<file path="config.mk">
export PLATFORM = sky130hd
export DESIGN_NAME = vgoc_ctrl
export DESIGN_NICKNAME = d
export VERILOG_FILES = /design/src/rtl/vgoc_pkg.sv /design/src/rtl/vgoc_ctrl.sv
export VERILOG_INCLUDE_DIRS = /design/src /design/src/rtl
export SDC_FILE = /design/constraint.sdc
export NUM_CORES = 1
export LEC_CHECK = 0
export ABC_CLOCK_PERIOD_IN_PS = 1300
export BUFFER_PORTS_ARGS = -buffer_cell sky130_fd_sc_hd__buf_4
export CAP_MARGIN = 30
export CELL_PAD_IN_SITES_DETAIL_PLACEMENT = 0
export CELL_PAD_IN_SITES_GLOBAL_PLACEMENT = 1
export CORE_UTILIZATION = 29
export DETAILED_ROUTE_END_ITERATION = 8
export PLACE_DENSITY = 0.64
export SLEW_MARGIN = 20
export SYNTH_ARGS = -nofsm -noshare
export SYNTH_HDL_FRONTEND = slang
export SYNTH_SLANG_ARGS = --single-unit
</file>
<file path="constraint.sdc">
create_clock -name i_clk -period 1.3 [get_ports i_clk]
set_input_delay 0.065 -clock i_clk [delete_from_list [all_inputs] [get_ports i_clk]]
set_output_delay 0.065 -clock i_clk [all_outputs]
set_load 0.02 [all_outputs]
</file>
<file path="src/rtl/voxel_grid_overlap_counter_assert.svh">
// ----------------------------------------------------------------------------
// voxel_grid_overlap_counter_assert
// Assertion macros shared by the voxel grid overlap counter modules.
// ----------------------------------------------------------------------------
`ifndef VOXEL_GRID_OVERLAP_COUNTER_ASSERT_SVH
`define VOXEL_GRID_OVERLAP_COUNTER_ASSERT_SVH

// same-cycle implication
`define VGOC_ASSERT_IMPL(label, clk, rst_n, ante, cons) \
    label: assert property (@(posedge clk) disable iff (!rst_n) (ante) |-> (cons)) \
        else $error("vgoc assertion failed (same cycle)");

// next-cycle implication
`define VGOC_ASSERT_NEXT(label, clk, rst_n, ante, cons) \
    label: assert property (@(posedge clk) disable iff (!rst_n) (ante) |=> (cons)) \
        else $error("vgoc assertion failed (next cycle)");

`endif

</file>
<file path="src/rtl/vgoc_pkg.sv">
// ----------------------------------------------------------------------------
// vgoc_pkg
// Types and constants of the voxel grid overlap counter.
// ----------------------------------------------------------------------------
package vgoc_pkg;

    localparam int CMD_W     = 2;
    localparam int IDX_W     = 18;
    localparam int SHIFT_W   = 16;
    localparam int BINS_W    = 7;
    localparam int INV_RES_W = 16;
    localparam int CFG_IDX_W = 1;
    localparam int CFG_DAT_W = 16;
    localparam int CNT_OUT_W = 19;
    localparam int RATIO_W   = 17;
    localparam int FRAC_W    = 16;
    localparam int OFS_W     = 9;
    localparam int PROD_W    = 34;

    localparam logic [CMD_W-1:0] CMD_WR_A    = 2'd0;
    localparam logic [CMD_W-1:0] CMD_WR_B    = 2'd1;
    localparam logic [CMD_W-1:0] CMD_CLEAR   = 2'd2;
    localparam logic [CMD_W-1:0] CMD_COMPUTE = 2'd3;

    localparam logic [CFG_IDX_W-1:0] REG_BINS    = 1'b0;
    localparam logic [CFG_IDX_W-1:0] REG_INV_RES = 1'b1;

    localparam logic [BINS_W-1:0]    BINS_RESET    = 7'd64;
    localparam logic [INV_RES_W-1:0] INV_RES_RESET = 16'd1280;
    localparam logic [7:0]           OFS_LIMIT     = 8'd255;
    localparam logic [RATIO_W-1:0]   RATIO_MAX     = 17'd65536;

    typedef struct packed {
        logic latch;
        logic clr_init;
        logic clr_step;
        logic wr_a;
        logic wr_b;
        logic scan_init;
        logic scan_step;
        logic div_init;
        logic div_step;
        logic res_load;
    } t_ctrl_cmd;

    typedef struct packed {
        logic n_zero;
        logic clr_last;
        logic scan_last;
        logic div_last;
    } t_dp_stat;

endpackage

</file>
<file path="src/rtl/vgoc_ctrl.sv">
// ----------------------------------------------------------------------------
// vgoc_ctrl
// Command sequencer: clear sweep, setup wait, cell writes, scan and divide.
// ----------------------------------------------------------------------------
`include "voxel_grid_overlap_counter_assert.svh"

module vgoc_ctrl import vgoc_pkg::*; (
    input  logic             i_clk,
    input  logic             i_rst_n,
    input  logic             i_start,
    input  logic [CMD_W-1:0] i_command,
    input  t_dp_stat         i_stat,
    output t_ctrl_cmd        o_cmd,
    output logic             o_busy
);

    localparam logic [3:0] S_IDLE    = 4'd0;
    localparam logic [3:0] S_CLR     = 4'd1;
    localparam logic [3:0] S_SETUP   = 4'd2;
    localparam logic [3:0] S_WR_A    = 4'd3;
    localparam logic [3:0] S_WRB_RD  = 4'd4;
    localparam logic [3:0] S_WRB_UPD = 4'd5;
    localparam logic [3:0] S_SCAN    = 4'd6;
    localparam logic [3:0] S_DRAIN   = 4'd7;
    localparam logic [3:0] S_DIV_LD  = 4'd8;
    localparam logic [3:0] S_DIV     = 4'd9;
    localparam logic [3:0] S_RES     = 4'd10;

    // datapath setup pipeline depth minus one
    localparam logic [2:0] SETUP_LAST = 3'd4;

    logic [3:0]       r_state, n_state;
    logic [2:0]       r_cnt, n_cnt;
    logic [CMD_W-1:0] r_cmd, n_cmd;

    always_comb begin
        n_state = r_state;
        n_cnt   = r_cnt;
        n_cmd   = r_cmd;
        o_cmd   = '0;
        unique case (r_state)
            S_IDLE: begin
                if (i_start) begin
                    o_cmd.latch = 1'b1;
                    n_cmd       = i_command;
                    n_cnt       = '0;
                    n_state     = S_SETUP;
                end
            end
            S_CLR: begin
                o_cmd.clr_step = 1'b1;
                if (i_stat.clr_last) begin
                    n_state = S_IDLE;
                end
            end
            S_SETUP: begin
                n_cnt = r_cnt + 3'd1;
                if (r_cnt == SETUP_LAST) begin
                    unique case (r_cmd)
                        CMD_WR_A: begin
                            n_state = S_WR_A;
                        end
                        CMD_WR_B: begin
                            n_state = S_WRB_RD;
                        end
                        CMD_CLEAR: begin
                            o_cmd.clr_init = 1'b1;
                            n_state        = S_CLR;
                        end
                        CMD_COMPUTE: begin
                            o_cmd.scan_init = 1'b1;
                            n_state         = i_stat.n_zero ? S_DRAIN : S_SCAN;
                        end
                        default: begin
                            n_state = S_IDLE;
                        end
                    endcase
                end
            end
            S_WR_A: begin
                o_cmd.wr_a = 1'b1;
                n_state    = S_IDLE;
            end
            S_WRB_RD: begin
                n_state = S_WRB_UPD;
            end
            S_WRB_UPD: begin
                o_cmd.wr_b = 1'b1;
                n_state    = S_IDLE;
            end
            S_SCAN: begin
                o_cmd.scan_step = 1'b1;
                if (i_stat.scan_last) begin
                    n_state = S_DRAIN;
                end
            end
            S_DRAIN: begin
                n_state = S_DIV_LD;
            end
            S_DIV_LD: begin
                o_cmd.div_init = 1'b1;
                n_state        = S_DIV;
            end
            S_DIV: begin
                o_cmd.div_step = 1'b1;
                if (i_stat.div_last) begin
                    n_state = S_RES;
                end
            end
            S_RES: begin
                o_cmd.res_load = 1'b1;
                n_state        = S_IDLE;
            end
            default: begin
                n_state = S_IDLE;
            end
        endcase
    end

    always_ff @(posedge i_clk) begin
        if (!i_rst_n) begin
            r_state <= S_CLR;
            r_cnt   <= '0;
            r_cmd   <= CMD_WR_A;
        end else begin
            r_state <= n_state;
            r_cnt   <= n_cnt;
            r_cmd   <= n_cmd;
        end
    end

    assign o_busy = (r_state != S_IDLE);

    `VGOC_ASSERT_NEXT(a_accept_setup, i_clk, i_rst_n, i_start && r_state == S_IDLE, r_state == S_SETUP)
    `VGOC_ASSERT_NEXT(a_load_idle, i_clk, i_rst_n, o_cmd.res_load, r_state == S_IDLE)
    `VGOC_ASSERT_IMPL(a_drain_entry, i_clk, i_rst_n, r_state == S_DRAIN, $past(r_state) == S_SCAN || $past(r_state) == S_SETUP)

endmodule

</file>
==> summary by stage <==
Critical path
The worst register-to-register path begins at r_state[3]. Counting cells, the worst reg-to-reg path comes to 6. STA classifies the critical path endpoint as an output port. In this run the register-to-register setup slack is -10 ps.

The worst setup path is launched from a flop. The path type of the worst setup path is flop to output port. The worst register-to-register path ends at r_cnt[0]. The maximum fanout along the worst path is 4. STA puts the critical path data required time at 1240 ps. Data arrives at the worst endpoint at 1280 ps.

STA
The least setup slack across all paths after layout is -40.93 ps. Setup repair after global routing could not meet its margin everywhere. The setup-violating endpoint count in the final report is 7. Headroom to the max-slew limit came out at 0.8526. The period utilization is 1.031. The routed design could run at a clock period as short as 1341 ps.

Between clock sinks in the finished design, the worst skew comes to 3.326 ps. The final max-slew violation count came to 0. Derived from the worst setup path, the maximum achievable clock frequency is 745.8 MHz. The final number of hold-violating endpoints is 0. The pin slew with the least headroom to its limit is 220.5 ps.

Floorplanning
The horizontal die dimension is 50.18 µm. The site row count is 17. The die area is 0.002518 mm². For this configuration, the core starts out at a cell density of 0.3073.

The placeable core area is 0.002191 mm². The y dimension of the die is between 50 and 60 µm. The count of pins on the block boundary is 20.

Place
Buffers placed on the I/O ports in this run total 19. The estimated wirelength of the detail-placed design is 1214 µm. Routability-driven placement finished with a final weighted congestion of 0.7080.

The number of placed cells counting well taps is 133.

Pwr
Dividing total power by cell area gives a power density of roughly 570 mW/mm². The cell leakage power is 0.5797 nW. The maximum vdd drop is 0.5446 mV.

Global route
For this run, the total global-route usage over all layers was measured as 0.1581. The wire length of the first global-routing pass is just under 3000 µm. The via count of the first global-routing pass was 642.

The number of antenna violations at the first check in global routing is 0. Entering global routing, the biggest net connects 11 pins. The total congestion overflow after global routing is 0.

Clocking
The clock slew at the register clock pins of the worst setup and hold paths is 60 ps. The master cell of the clock root buffer is sky130_fd_sc_hd__clkbuf_4. The clock drives 9 sinks. Clock latency on the worst-skew pair, taken at its later pin, is 260 ps. The number of buffers on the longest clock path is 2. The deepest level of the CTS H-tree is 1. Hold repair after CTS inserted 0 buffers.

Counting the buffers created by CTS gives 3. The TritonCTS clock tree is yes.

Synthesis
Synthesis produced a netlist whose cell count is between 70 and 80. Yosys printed 0 warnings. The sequential area share after synthesis is 0.2677. Counting every net in the synthesized netlist gives 92. The synthesis-stage register bit count is 9. The library cell occupying the most area in the post-synthesis netlist is sky130_fd_sc_hd__dfxtp_1. A synthesized cell averages 8.742 µm². The number of unique standard cell types used by synthesis is 33. The area fraction of the dominant cell type after synthesis is 0.2677. The mapped netlist covers 673.1 µm².

By area the synthesized netlist is led by sky130_fd_sc_hd__dfxtp_1 27%, sky130_fd_sc_hd__ha_1 11%, sky130_fd_sc_hd__mux2i_1 4.5%, sky130_fd_sc_hd__inv_1 3.9%, sky130_fd_sc_hd__nand2_1 3.9%.

Final layout
The area used by multi-input combinational logic is 556.8 µm². In the final design database the tool counted 140 nets. The count of antenna diodes in the layout is 0.

The final core area utilization is 0.5642. The area growth from synthesis to layout is 83.64%. Once layout is complete, the cells apart from fillers number 152. The proportion of layout cells with a drive suffix above 1 is 0.6371. The count of filler cells inserted in the layout is 207. The sequential standard cell area is 197.7 µm².

Route
In this run the remaining antenna-violating nets after routing total 0. After detailed routing, the number of remaining DRC violations is 0. The mean routed wirelength per cell is approximately 12 µm. The routed layout has approximately 710 vias.

For this run, the detailed router's first-pass iteration total came to 2. The first routing iteration left 3 violations. After detailed routing, the total wire length is 1879 µm. After detailed routing, the number of vias per cell comes to around 4.7.

Worst hold path
The worst hold path depth is 3. The path class of the tightest hold or removal check is input port to flop. The startpoint identified for the worst hold timing path is i_command[1]. The worst hold path endpoint is r_cmd[1].

Status
The flow ran to the end, but the final reports show violations. The checks that failed: negative setup slack.

Job
The reported max-cap violation count is 0.
[synthesized netlist by cell type]
master,number
sky130_fd_sc_hd__nand2_1,7
sky130_fd_sc_hd__nor2_1,4
sky130_fd_sc_hd__a21boi_1,1
sky130_fd_sc_hd__ha_1,6
sky130_fd_sc_hd__a21o_1,1
sky130_fd_sc_hd__nor3_1,4
sky130_fd_sc_hd__buf_6,1
sky130_fd_sc_hd__o211a_1,1
sky130_fd_sc_hd__o21ai_0,1
sky130_fd_sc_hd__nand3_4,1
sky130_fd_sc_hd__and3_1,3
sky130_fd_sc_hd__mux2i_1,3
sky130_fd_sc_hd__nor4b_2,1
sky130_fd_sc_hd__nand2b_1,1
sky130_fd_sc_hd__nor2_2,1
sky130_fd_sc_hd__buf_2,2
sky130_fd_sc_hd__inv_1,7
sky130_fd_sc_hd__nand3_1,4
sky130_fd_sc_hd__a22o_1,1
sky130_fd_sc_hd__nor2b_1,2
sky130_fd_sc_hd__nand4b_1,2
sky130_fd_sc_hd__xnor2_1,1
sky130_fd_sc_hd__nor4b_1,1
sky130_fd_sc_hd__nor2_4,1
sky130_fd_sc_hd__nand3b_4,1
sky130_fd_sc_hd__and4bb_2,1
sky130_fd_sc_hd__o21a_1,1
sky130_fd_sc_hd__o211ai_1,1
sky130_fd_sc_hd__nor3b_1,3
sky130_fd_sc_hd__a31oi_1,1
sky130_fd_sc_hd__nand2b_2,1
sky130_fd_sc_hd__dfxtp_1,9
sky130_fd_sc_hd__and2_1,2
[critical path, cell delays in order, from the launching register on]
cell and delay, ps:
sky130_fd_sc_hd__dfxtp_4 360, sky130_fd_sc_hd__nor2_4 180, sky130_fd_sc_hd__buf_4 150, sky130_fd_sc_hd__nand3_4 60, sky130_fd_sc_hd__buf_6 120, sky130_fd_sc_hd__inv_2 40, sky130_fd_sc_hd__buf_6 100
[report_power, final]
part	internal [mW]	switching, mW	leakage, nW
clock	0.118	0.0955	0.0150
combinational	0.114	0.0917	0.488
sequential	0.279	0.0105	0.0766
total	0.511	0.198	0.580
[repair_timing]
item	CTS	global route
resized for setup	24	19
pin swaps	7	12
buffers inserted	8	7
endpoints found under the setup margin	10	15
[cells in the final DEF, fill, tap and decap left out, types with 2 or more instances in the layout]
| cell | synthesis | layout |
|---|---|---|
| sky130_fd_sc_hd__nand4b_1 | 2 | 2 |
| sky130_fd_sc_hd__and3_1 | 3 | 2 |
| sky130_fd_sc_hd__nor3b_2 | 0 | 2 |
| sky130_fd_sc_hd__and2_1 | 2 | 2 |
| sky130_fd_sc_hd__nor2_1 | 4 | 3 |
| sky130_fd_sc_hd__nor3_2 | 0 | 3 |
| sky130_fd_sc_hd__nand2_1 | 7 | 5 |
| sky130_fd_sc_hd__clkbuf_4 | 0 | 3 |
| sky130_fd_sc_hd__ha_1 | 6 | 3 |
| sky130_fd_sc_hd__nand3_1 | 4 | 4 |
| sky130_fd_sc_hd__inv_1 | 7 | 4 |
| sky130_fd_sc_hd__dfxtp_4 | 0 | 4 |
| sky130_fd_sc_hd__nor2_4 | 1 | 3 |
| sky130_fd_sc_hd__dfxtp_2 | 0 | 2 |
| sky130_fd_sc_hd__inv_2 | 0 | 3 |
| sky130_fd_sc_hd__nor2b_1 | 2 | 2 |
| sky130_fd_sc_hd__ha_4 | 0 | 2 |
| sky130_fd_sc_hd__buf_6 | 1 | 13 |
| sky130_fd_sc_hd__buf_4 | 0 | 33 |
| sky130_fd_sc_hd__dfxtp_1 | 9 | 3 |
| sky130_fd_sc_hd__mux2i_1 | 3 | 3 |
[registers in the layout, summed over array words and instances (netlist names)]
register	count
r_cnt	3
r_state	4
r_cmd	2
[cell families (layout without fill, tap and decap cells)]
group	Yosys count	in the layout	synth area share
simple gates	40	40	0.4034
buf+inv	10	57	0.07064
flops	9	9	0.2677
compound gates	8	8	0.08924
fa+ha+maj	6	6	0.1115
mux	3	3	0.04461
xor+xnor	1	1	0.01301
[worst max path at each step]
| stage | startpoint | to | slack, ps | cells after the start |
|---|---|---|---|---|
| floorplan | r_cmd[0] | r_state[1] | 3 | 6 |
| global placement | r_cmd[1] | r_state[1] | 20 | 6 |
| detailed placement | r_cmd[1] | r_state[1] | 7 | 6 |
| CTS | r_state[0] | o_cmd[8] | -80 | 4 |
| global route | r_state[2] | o_cmd[4] | -120 | 4 |
| finish | r_state[3] | o_cmd[9] | -40 | 6 |
[final cells by class]
cell class / count / area share
inverter: 7 / 0.02125
clock buffer: 4 / 0.02125
timing repair buffer: 46 / 0.3188
tap: 28 / 0.02834
multi-input combinational: 58 / 0.4504
sequential: 9 / 0.1599
[per-layer routing]
| layer | part of all wire | vias up | global-route usage |
|---|---|---|---|
| met1 | 0.46 | 330 | 0.2048 |
| met2 | 0.50 | 15 | 0.2444 |
| li1 | - | 360 | - |
| met3 | 0.032 | 2 | 0.03939 |
| met5 | 0 | - | 0 |
| met4 | 0.0080 | 0 | 0.07143 |
[per-stage QoR]
| step | setup slack (ps) | cell area, µm² | hold slack [ps] | setup TNS, ps | power (mW) |
|---|---|---|---|---|---|
| after global routing | -119.2 | 1236 | 44.34 | -733.2 | 0.7629 |
| after global placement | 22.26 | 922.1 | 319.0 | 0 | 0.4424 |
| after CTS | -83.65 | 1099 | 54.65 | -154.1 | 0.6982 |
| after floorplan | 3.488 | 675.6 | 162.5 | 0 | 0.3729 |
| after detailed placement | 6.568 | 922.1 | 326.5 | 0 | 0.4432 |
| final | -40.93 | 1236 | 62.04 | -98.97 | 0.7090 |
Note: power is estimated with default switching activity, not from simulation.
